**src/hdl/bna_pkg.sv**
```systemverilog
// Shared constants, codes and controller/datapath interface types for the node allocator.
package bna_pkg;

    localparam int MAX_NODES  = 1024;
    localparam int WORD_BITS  = 32;
    localparam int WORD_COUNT = MAX_NODES / WORD_BITS;
    localparam int IDX_W      = $clog2(MAX_NODES);
    localparam int CNT_W      = IDX_W + 1;
    localparam int BIT_W      = $clog2(WORD_BITS);
    localparam int WADDR_W    = IDX_W - BIT_W;
    localparam int SCAN_W     = WADDR_W + 1;

    localparam logic [1:0] OP_ALLOC = 2'd0;
    localparam logic [1:0] OP_MARK  = 2'd1;
    localparam logic [1:0] OP_FREE  = 2'd2;

    localparam logic [1:0] ST_DONE    = 2'd0;
    localparam logic [1:0] ST_SAME    = 2'd1;
    localparam logic [1:0] ST_RANGE   = 2'd2;
    localparam logic [1:0] ST_NO_FREE = 2'd3;

    localparam logic [CNT_W-1:0] NODE_COUNT_RESET = CNT_W'(MAX_NODES);

    typedef struct packed {
        logic accept;
        logic scan_start;
        logic scan_run;
        logic read_idx;
        logic alloc_hit;
        logic alloc_fail;
        logic range_err;
        logic same_state;
        logic toggle;
        logic publish;
    } bna_cmd_t;

    typedef struct packed {
        logic is_alloc;
        logic is_setclr;
        logic n_zero;
        logic idx_oor;
        logic scan_hit;
        logic scan_end;
        logic bit_match;
        logic out_free;
    } bna_stat_t;

endpackage

```
**src/hdl/bna_ctrl.sv**
```systemverilog
// Sequencing state machine for the node allocator.
module bna_ctrl
    import bna_pkg::*;
(
    input  logic      clk,
    input  logic      rst_n,
    input  logic      in_valid,
    output logic      in_ready,
    input  bna_stat_t stat,
    output bna_cmd_t  cmd
);

    localparam logic [2:0] S_IDLE   = 3'd0;
    localparam logic [2:0] S_DECODE = 3'd1;
    localparam logic [2:0] S_SCAN   = 3'd2;
    localparam logic [2:0] S_CHECK  = 3'd3;
    localparam logic [2:0] S_FINISH = 3'd4;

    logic [2:0] state_reg;
    logic [2:0] state_next;

    always_ff @(posedge clk or negedge rst_n)
    begin
        if (!rst_n)
        begin
            state_reg <= S_IDLE;
        end
        else
        begin
            state_reg <= state_next;
        end
    end

    assign in_ready = (state_reg == S_IDLE);

    always_comb
    begin
        cmd        = '0;
        state_next = state_reg;
        case (state_reg)
            S_IDLE:
            begin
                if (in_valid)
                begin
                    cmd.accept = 1'b1;
                    state_next = S_DECODE;
                end
            end
            S_DECODE:
            begin
                if (stat.is_alloc)
                begin
                    if (stat.n_zero)
                    begin
                        cmd.alloc_fail = 1'b1;
                        state_next     = S_FINISH;
                    end
                    else
                    begin
                        cmd.scan_start = 1'b1;
                        state_next     = S_SCAN;
                    end
                end
                else if (stat.is_setclr && !stat.idx_oor)
                begin
                    cmd.read_idx = 1'b1;
                    state_next   = S_CHECK;
                end
                else
                begin
                    cmd.range_err = 1'b1;
                    state_next    = S_FINISH;
                end
            end
            S_SCAN:
            begin
                cmd.scan_run = 1'b1;
                if (stat.scan_hit)
                begin
                    cmd.alloc_hit = 1'b1;
                    state_next    = S_FINISH;
                end
                else if (stat.scan_end)
                begin
                    cmd.alloc_fail = 1'b1;
                    state_next     = S_FINISH;
                end
            end
            S_CHECK:
            begin
                if (stat.bit_match)
                begin
                    cmd.same_state = 1'b1;
                end
                else
                begin
                    cmd.toggle = 1'b1;
                end
                state_next = S_FINISH;
            end
            S_FINISH:
            begin
                if (stat.out_free)
                begin
                    cmd.publish = 1'b1;
                    state_next  = S_IDLE;
                end
            end
            default:
            begin
                state_next = S_IDLE;
            end
        endcase
    end

endmodule

```
**src/hdl/bna_dp.sv**
```systemverilog
// Datapath of the node allocator: bitmap memory, scan pipeline, counters and result register.
module bna_dp
    import bna_pkg::*;
(
    input  logic               clk,
    input  logic               rst_n,
    input  bna_cmd_t           cmd,
    output bna_stat_t          stat,
    input  logic [1:0]         opcode,
    input  logic [IDX_W-1:0]   node_index,
    input  logic               psel,
    input  logic               penable,
    input  logic               pwrite,
    input  logic [2:0]         paddr,
    input  logic [31:0]        pwdata,
    output logic [31:0]        prdata,
    output logic               out_valid,
    input  logic               out_ready,
    output logic [1:0]         status,
    output logic [IDX_W-1:0]   result_index,
    output logic [CNT_W-1:0]   free_count
);

    logic [WORD_BITS-1:0]  bitmap_mem [WORD_COUNT];
    logic [WORD_COUNT-1:0] word_valid_reg;
    logic [WORD_BITS-1:0]  rd_data_reg;
    logic                  rd_valid_reg;

    logic [CNT_W-1:0]   node_count_reg;
    logic [CNT_W-1:0]   total_reg;
    logic [1:0]         op_reg;
    logic [IDX_W-1:0]   idx_reg;
    logic [SCAN_W-1:0]  scan_reg;
    logic               chk_valid_reg;
    logic [WADDR_W-1:0] chk_addr_reg;
    logic [1:0]         res_status_reg;
    logic [IDX_W-1:0]   res_index_reg;
    logic               out_valid_reg;
    logic [1:0]         out_status_reg;
    logic [IDX_W-1:0]   out_index_reg;
    logic [CNT_W-1:0]   out_free_reg;

    logic [CNT_W-1:0]     n_eff;
    logic [CNT_W-1:0]     n_minus1;
    logic [WADDR_W-1:0]   last_word;
    logic [BIT_W-1:0]     lim_bit;
    logic [WORD_BITS-1:0] data_eff;
    logic [WORD_BITS-1:0] tail_mask;
    logic [WORD_BITS-1:0] free_vec;
    logic [BIT_W-1:0]     hit_bit;
    logic                 want;
    logic                 rd_en;
    logic [WADDR_W-1:0]   rd_addr;
    logic                 wr_en;
    logic [WADDR_W-1:0]   wr_addr;
    logic [WORD_BITS-1:0] wr_data;
    logic [WORD_BITS-1:0] idx_onehot;
    logic [WORD_BITS-1:0] hit_onehot;
    logic                 cfg_wr;

    // Effective node count and the position of the last node in use.
    assign n_eff     = (node_count_reg > CNT_W'(MAX_NODES)) ? CNT_W'(MAX_NODES) : node_count_reg;
    assign n_minus1  = n_eff - CNT_W'(1);
    assign last_word = n_minus1[IDX_W-1:BIT_W];
    assign lim_bit   = n_minus1[BIT_W-1:0];
    assign want      = (op_reg == OP_MARK);

    // Words never written since reset read as all free.
    assign data_eff = rd_valid_reg ? rd_data_reg : '0;

    always_comb
    begin
        for (int b = 0; b < WORD_BITS; b++)
        begin
            tail_mask[b] = (chk_addr_reg == last_word) && (BIT_W'(b) > lim_bit);
        end
    end

    assign free_vec = ~data_eff & ~tail_mask;

    always_comb
    begin
        hit_bit = '0;
        for (int b = WORD_BITS - 1; b >= 0; b--)
        begin
            if (free_vec[b])
            begin
                hit_bit = BIT_W'(b);
            end
        end
    end

    assign idx_onehot = WORD_BITS'(1) << idx_reg[BIT_W-1:0];
    assign hit_onehot = WORD_BITS'(1) << hit_bit;

    assign rd_en   = cmd.scan_run | cmd.read_idx;
    assign rd_addr = cmd.scan_run ? scan_reg[WADDR_W-1:0] : idx_reg[IDX_W-1:BIT_W];

    always_comb
    begin
        wr_en   = cmd.alloc_hit | cmd.toggle;
        wr_addr = idx_reg[IDX_W-1:BIT_W];
        wr_data = want ? (data_eff | idx_onehot) : (data_eff & ~idx_onehot);
        if (cmd.alloc_hit)
        begin
            wr_addr = chk_addr_reg;
            wr_data = data_eff | hit_onehot;
        end
    end

    always_ff @(posedge clk)
    begin
        if (wr_en)
        begin
            bitmap_mem[wr_addr] <= wr_data;
        end
        if (rd_en)
        begin
            rd_data_reg  <= bitmap_mem[rd_addr];
            rd_valid_reg <= word_valid_reg[rd_addr];
        end
    end

    always_ff @(posedge clk or negedge rst_n)
    begin
        if (!rst_n)
        begin
            word_valid_reg <= '0;
        end
        else if (wr_en)
        begin
            word_valid_reg[wr_addr] <= 1'b1;
        end
    end

    assign stat.is_alloc  = (op_reg == OP_ALLOC);
    assign stat.is_setclr = (op_reg == OP_MARK) || (op_reg == OP_FREE);
    assign stat.n_zero    = (n_eff == '0);
    assign stat.idx_oor   = ({1'b0, idx_reg} >= n_eff);
    assign stat.scan_hit  = chk_valid_reg && (|free_vec);
    assign stat.scan_end  = chk_valid_reg && !(|free_vec) && (chk_addr_reg == last_word);
    assign stat.bit_match = (data_eff[idx_reg[BIT_W-1:0]] == want);
    assign stat.out_free  = !out_valid_reg || out_ready;

    always_ff @(posedge clk)
    begin
        if (cmd.accept)
        begin
            op_reg  <= opcode;
            idx_reg <= node_index;
        end
        if (cmd.scan_run)
        begin
            chk_addr_reg <= scan_reg[WADDR_W-1:0];
        end
        if (cmd.alloc_hit)
        begin
            res_status_reg <= ST_DONE;
            res_index_reg  <= {chk_addr_reg, hit_bit};
        end
        else if (cmd.alloc_fail)
        begin
            res_status_reg <= ST_NO_FREE;
            res_index_reg  <= '0;
        end
        else if (cmd.range_err)
        begin
            res_status_reg <= ST_RANGE;
            res_index_reg  <= idx_reg;
        end
        else if (cmd.same_state)
        begin
            res_status_reg <= ST_SAME;
            res_index_reg  <= idx_reg;
        end
        else if (cmd.toggle)
        begin
            res_status_reg <= ST_DONE;
            res_index_reg  <= idx_reg;
        end
        if (cmd.publish)
        begin
            out_status_reg <= res_status_reg;
            out_index_reg  <= res_index_reg;
            out_free_reg   <= (n_eff > total_reg) ? (n_eff - total_reg) : '0;
        end
    end

    assign cfg_wr = psel && penable && pwrite && (paddr[2] == 1'b0);

    always_ff @(posedge clk or negedge rst_n)
    begin
        if (!rst_n)
        begin
            node_count_reg <= NODE_COUNT_RESET;
            total_reg      <= '0;
            scan_reg       <= '0;
            chk_valid_reg  <= 1'b0;
            out_valid_reg  <= 1'b0;
        end
        else
        begin
            if (cfg_wr)
            begin
                node_count_reg <= pwdata[CNT_W-1:0];
            end
            if (cmd.alloc_hit || (cmd.toggle && want))
            begin
                total_reg <= total_reg + CNT_W'(1);
            end
            else if (cmd.toggle && (total_reg != '0))
            begin
                total_reg <= total_reg - CNT_W'(1);
            end
            if (cmd.scan_start)
            begin
                scan_reg <= '0;
            end
            else if (cmd.scan_run)
            begin
                scan_reg <= scan_reg + SCAN_W'(1);
            end
            chk_valid_reg <= cmd.scan_run && (scan_reg <= {1'b0, last_word});
            if (cmd.publish)
            begin
                out_valid_reg <= 1'b1;
            end
            else if (out_ready)
            begin
                out_valid_reg <= 1'b0;
            end
        end
    end

    assign prdata       = (paddr[2] == 1'b0) ? {{(32 - CNT_W){1'b0}}, node_count_reg} : '0;
    assign out_valid    = out_valid_reg;
    assign status       = out_status_reg;
    assign result_index = out_index_reg;
    assign free_count   = out_free_reg;

endmodule

```
**src/hdl/bitmap_node_allocator.sv**
```systemverilog
// Top level of the first-fit bitmap node allocator: controller, datapath and ports.
// In-range mark or free: decode, read and check the bitmap word, then register the result;
// a rejected command (bad index, undefined opcode, allocate at node count zero) goes from
// decode straight to the result. Allocate scans up to the word with the lowest free node,
// one word per cycle through the memory's single read port. One item is in work at a time;
// the next is taken after the result moves into the output register once that is free.
// Reset (rst_n, asynchronous) marks every word unwritten, so all nodes read as free at once.
module bitmap_node_allocator
    import bna_pkg::*;
(
    input  logic               clk,
    input  logic               rst_n,
    input  logic               in_valid,
    output logic               in_ready,
    input  logic [1:0]         opcode,
    input  logic [IDX_W-1:0]   node_index,
    output logic               out_valid,
    input  logic               out_ready,
    output logic [1:0]         status,
    output logic [IDX_W-1:0]   result_index,
    output logic [CNT_W-1:0]   free_count,
    input  logic               psel,
    input  logic               penable,
    input  logic               pwrite,
    input  logic [2:0]         paddr,
    input  logic [31:0]        pwdata,
    output logic [31:0]        prdata,
    output logic               pready
);

    // The controller only sees status flags and issues one-hot style commands;
    // everything that holds data lives in the datapath.
    bna_cmd_t  cmd;
    bna_stat_t stat;

    // The configuration port never stalls.
    assign pready = 1'b1;

    bna_ctrl u_ctrl (
        .clk      (clk),
        .rst_n    (rst_n),
        .in_valid (in_valid),
        .in_ready (in_ready),
        .stat     (stat),
        .cmd      (cmd)
    );

    // The datapath holds the bitmap, with a valid bit per word so that reset needs
    // no clearing pass, the allocated-node count, the node count register and the
    // output register that lets a finished beat wait while the next item is taken.
    bna_dp u_dp (
        .clk          (clk),
        .rst_n        (rst_n),
        .cmd          (cmd),
        .stat         (stat),
        .opcode       (opcode),
        .node_index   (node_index),
        .psel         (psel),
        .penable      (penable),
        .pwrite       (pwrite),
        .paddr        (paddr),
        .pwdata       (pwdata),
        .prdata       (prdata),
        .out_valid    (out_valid),
        .out_ready    (out_ready),
        .status       (status),
        .result_index (result_index),
        .free_count   (free_count)
    );

endmodule

```
**config.mk**
```make
export PLATFORM = sky130hd
export DESIGN_NAME = bitmap_node_allocator
export DESIGN_NICKNAME = d
export VERILOG_FILES = /design/src/hdl/bna_pkg.sv /design/src/hdl/bna_ctrl.sv /design/src/hdl/bna_dp.sv /design/src/hdl/bitmap_node_allocator.sv
export SDC_FILE = /design/constraint.sdc
export NUM_CORES = 2
export LEC_CHECK = 0
export BUFFER_PORTS_ARGS = -buffer_cell sky130_fd_sc_hd__buf_2
export CAP_MARGIN = 20
export CORE_MARGIN = 2
export CORE_UTILIZATION = 40
export CTS_CLUSTER_DIAMETER = 200
export DETAILED_ROUTE_END_ITERATION = 8
export PLACE_DENSITY = 0.57
export SYNTH_ARGS = -nofsm -noshare
export SYNTH_HDL_FRONTEND = slang
export SYNTH_SLANG_ARGS = --single-unit
```
**constraint.sdc**
```tcl
create_clock -name clk -period 8.77 [get_ports clk]
set_input_delay 0.877 -clock clk [delete_from_list [all_inputs] [get_ports clk]]
set_output_delay 0.877 -clock clk [all_outputs]
set_load 0.02 [all_outputs]
```
==> metrics.yaml <==
grt_max_degree: 197
path_clk_slew_ns: 0.06
wl_um: 143000
largest_reg_flops: 1024
synth_ff_type: "edfxtp_1"
cp_max_fo: 22
post-route-util_pct: 45.4
hold_viol: 0
syn2layout_area_growth_pct: 12.8
postPlaceCellArea_um2: 53700
synth.distinct_cells: 96
fp.dieW_um: 362
clk_latency_ns: 0.75
p_seq_share_pct: 41.0
grt_pass1_vias: 31085
power_w: 0.0176
p_leak_nw: 19.4
hold_class: "in -> async"
max_freq_ghz: 0.135
clkPwrFrac_pct: 29.0
power_frac_comb_pct: 30.0
power.net_switching_w: 0.00607
crit_path_cell_trace: "inv_1 -> nand2_1 -> ha_1 -> nor3b_1 -> a21oi_1 -> or3_1 -> a222oi_1 -> buf_4 -> nand2_1 -> a21oi_1 -> a41o_2 -> o31ai_2 -> inv_1 -> ha_1 -> nor2b_1 -> o21ai_0 -> a21boi_0 -> o21ai_0 -> a21boi_0 -> o21a_1 -> nor2_1 -> o21ai_0 -> o21ai_0 -> xnor2_1"
synth_edf_count: 1107
grt_usage_pct: 21.6
num_vias: 33054
grt_antenna_before_repair: 0
dr.first_iter.drc_count: 3234
fin_skew_ns: 0.0398
tightestPinTransition_ns: 1.14
ios: 112
slowest_delay_ns: 0.79
finalMaxSlewViolations: 0
p_int_w: 0.0115
critical_path.startpoint_type: "flip-flop"
port_buffers: 66
drt-wirelength-per-cell_um: 24.9
design_area_um2: 57700
clockBufferDepth: 3
cts.sinks: 1174
synth_area_leaders: "edfxtp_1, a211oi_1, nand2_1, and2_1, dfrtp_1"
r2r_setup_slack_ns: 1.38
synth_top_area_share_pct: 65.0
swShare_pct: 34.5
synth_top_cell_by_area: "edfxtp_1"
worst_ep_arrival_time_ns: 8.05
syn_area_per_cell_um2: 12.9
cts_tree: "built"
crit_top_cell: "o21ai_0"
start_util_pct: 40.2
core_area_um2: 127000
setup_violations: 0
ctsHoldBuffers: 0
drv_cap: 0
globalRouteOverflowTotal: 0
slowest_stage: "dfstp_2"
nets: 4074
cts_buffers: 121
rsz0062_at_grt: "no"
pre_cts_ws_ns: 1.53
finalCritPeriodShare_pct: 84.3
outcome: "finished, final reports clean"
ys.warnings.count: 0
synthCells: 3969
hpwl_um: 80100
critPathKind: "reg -> reg"
diodes: 0
ctsResizeCount: 0
place_congestion: 0.974
finalCriticalPeriod_ns: 7.39
power_density_nw_per_um2: 305
drc: 0
dieArea_um2: 131000
end_kind: "flip-flop"
dieHeight_um: 362
viasPerCell: 5.76
syn_area_um2: 51200
postRouteAntennaNets: 0
row_count: 131
vdd_drop_max_v: 0.000222
max-slew-margin-rel_pct: 24.1
worstPathRequired_ns: 9.43
drive_above_1_share_pct: 11.1
grt_pass1_wl_um: 210000
root_buffer: "clkbuf_16"
htree_levels: 3
ys_ff_latch: 1174
drtPass1Iterations: 8
cts_setup_buffers: 0
tns_ns: 0
async_flop_share_pct: 5.54
ys_seq_area_share_pct: 68.2
setup_slack_ns: 1.38
n_fill_cell: 11337
==> cell type report <==
cell class	count	area (µm²)	area share, %
Sequential cell	1174	34900	60.5
Timing Repair Buffer	167	1350	2.35
Multi-Input combinational cell	2458	15300	26.4
Clock inverter	76	699	1.21
Clock buffer	150	3200	5.54
Inverter	54	203	0.351
Tap cell	1662	2080	3.60
==> cell usage after synthesis (all sizes together) (42+ instances only) <==
cell type and number:
edfxtp 1107, ha 42, a31oi 150, a211oi 367
dfrtp 64, buf 52, and2 299, o21ai 75
a21oi 164, inv 53, nor2 84, nand3 47
a311oi 134, clkbuf 251, nand2 654
==> worst max-delay path, delay by kind of cell (launching register included) <==
kind                     cells  cell delay [ns]
flip-flops                   1             0.79
AND/OR/NAND/NOR              6             1.83
XOR/XNOR                     1             0.14
buffers and inverters        3             0.88
adder cells (fa/ha/maj)      2             0.72
AO/OA/AOI/OAI               12             2.91
==> path summary, 6_finish.rpt <==
path / from / to / cells past startpoint
hold / removal: rst_n / u_dp.node_count_reg[3]$_DFFE_PN0P_ / 1
hold reg to reg: u_dp.res_index_reg[7]$_DFFE_PP_ / u_dp.result_index[7]$_DFFE_PP_ / 0
max in group asynchronous: rst_n / u_dp.total_reg[6]$_DFFE_PN0P_ / 1
min in group clk: node_index[2] / u_dp.idx_reg[2]$_DFFE_PP_ / 1
setup reg to reg: u_dp.node_count_reg[10]$_DFFE_PN1P_ / u_dp.total_reg[10]$_DFFE_PN0P_ / 24
setup / recovery: u_dp.node_count_reg[10]$_DFFE_PN1P_ / u_dp.total_reg[10]$_DFFE_PN0P_ / 24
==> power by group through the flow <==
stage	logic, W	clock network, W	registers (W)
after floorplan	0.00355	0	0.00722
after CTS	0.00524	0.00520	0.00721
after global placement	0.00519	0	0.00732
after detailed placement	0.00521	0	0.00732
final	0.00528	0.00510	0.00721
after global routing	0.00581	0.00542	0.00723
==> placed cells by master (no fill, tap or decap), types with 13 or more instances in the layout <==
cell type	synthesis	final
a211oi_1	366	366
a21o_1	41	40
a21oi_1	163	160
a311oi_1	134	134
a31oi_1	148	147
and2_1	294	287
buf_12	0	14
buf_2	5	65
buf_4	24	78
bufinv_16	0	13
clkbuf_1	251	25
clkbuf_16	0	123
clkinv_1	1	32
clkinv_2	0	23
conb_1	2	22
dfrtp_1	64	64
edfxtp_1	1107	1107
ha_1	42	42
inv_1	53	53
mux2i_1	22	20
nand2_1	654	654
nand2b_1	23	22
nand3_1	45	45
nand4_1	18	18
nor2_1	84	63
nor2_4	0	20
nor2b_1	26	23
nor3_1	30	30
o21ai_0	50	49
o21ai_2	0	14
o31ai_1	14	13
or2_1	25	25
or3_1	14	14
==> cell families after synthesis <==
family          count (synthesis)  share of synthesized area, %
compound gates               1062                          14.7
xor+xnor                       15                         0.257
fa+ha+maj                      44                          1.11
buf+inv                       357                          2.88
flops                        1174                          68.2
mux                            41                         0.892
other cells                     2                        0.0147
simple gates                 1274                          12.0
==> metrics by stage <==
step | cells | hold WS (ns)
3_3_place_gp | 5505 | 0.406
3_5_place_dp | 5506 | 0.407
5_1_grt | 5741 | 0.270
6_report | 5741 | 0.208
4_1_cts | 5732 | 0.211
2_1_floorplan | 3989 | 0.400
==> per-layer routing <==
metal | vias up | GRT usage (%) | part of all wire [%] | wire [µm]
met2 | 1075 | 34.4 | 47 | 66800
met4 | 0 | 7.09 | 3.0 | 4350
li1 | 15133 | - | - | -
met1 | 16628 | 30.3 | 44 | 63300
met3 | 218 | 3.26 | 6.1 | 8760
met5 | - | 0 | 0 | 0
Note: power is estimated with default switching activity, not from simulation.
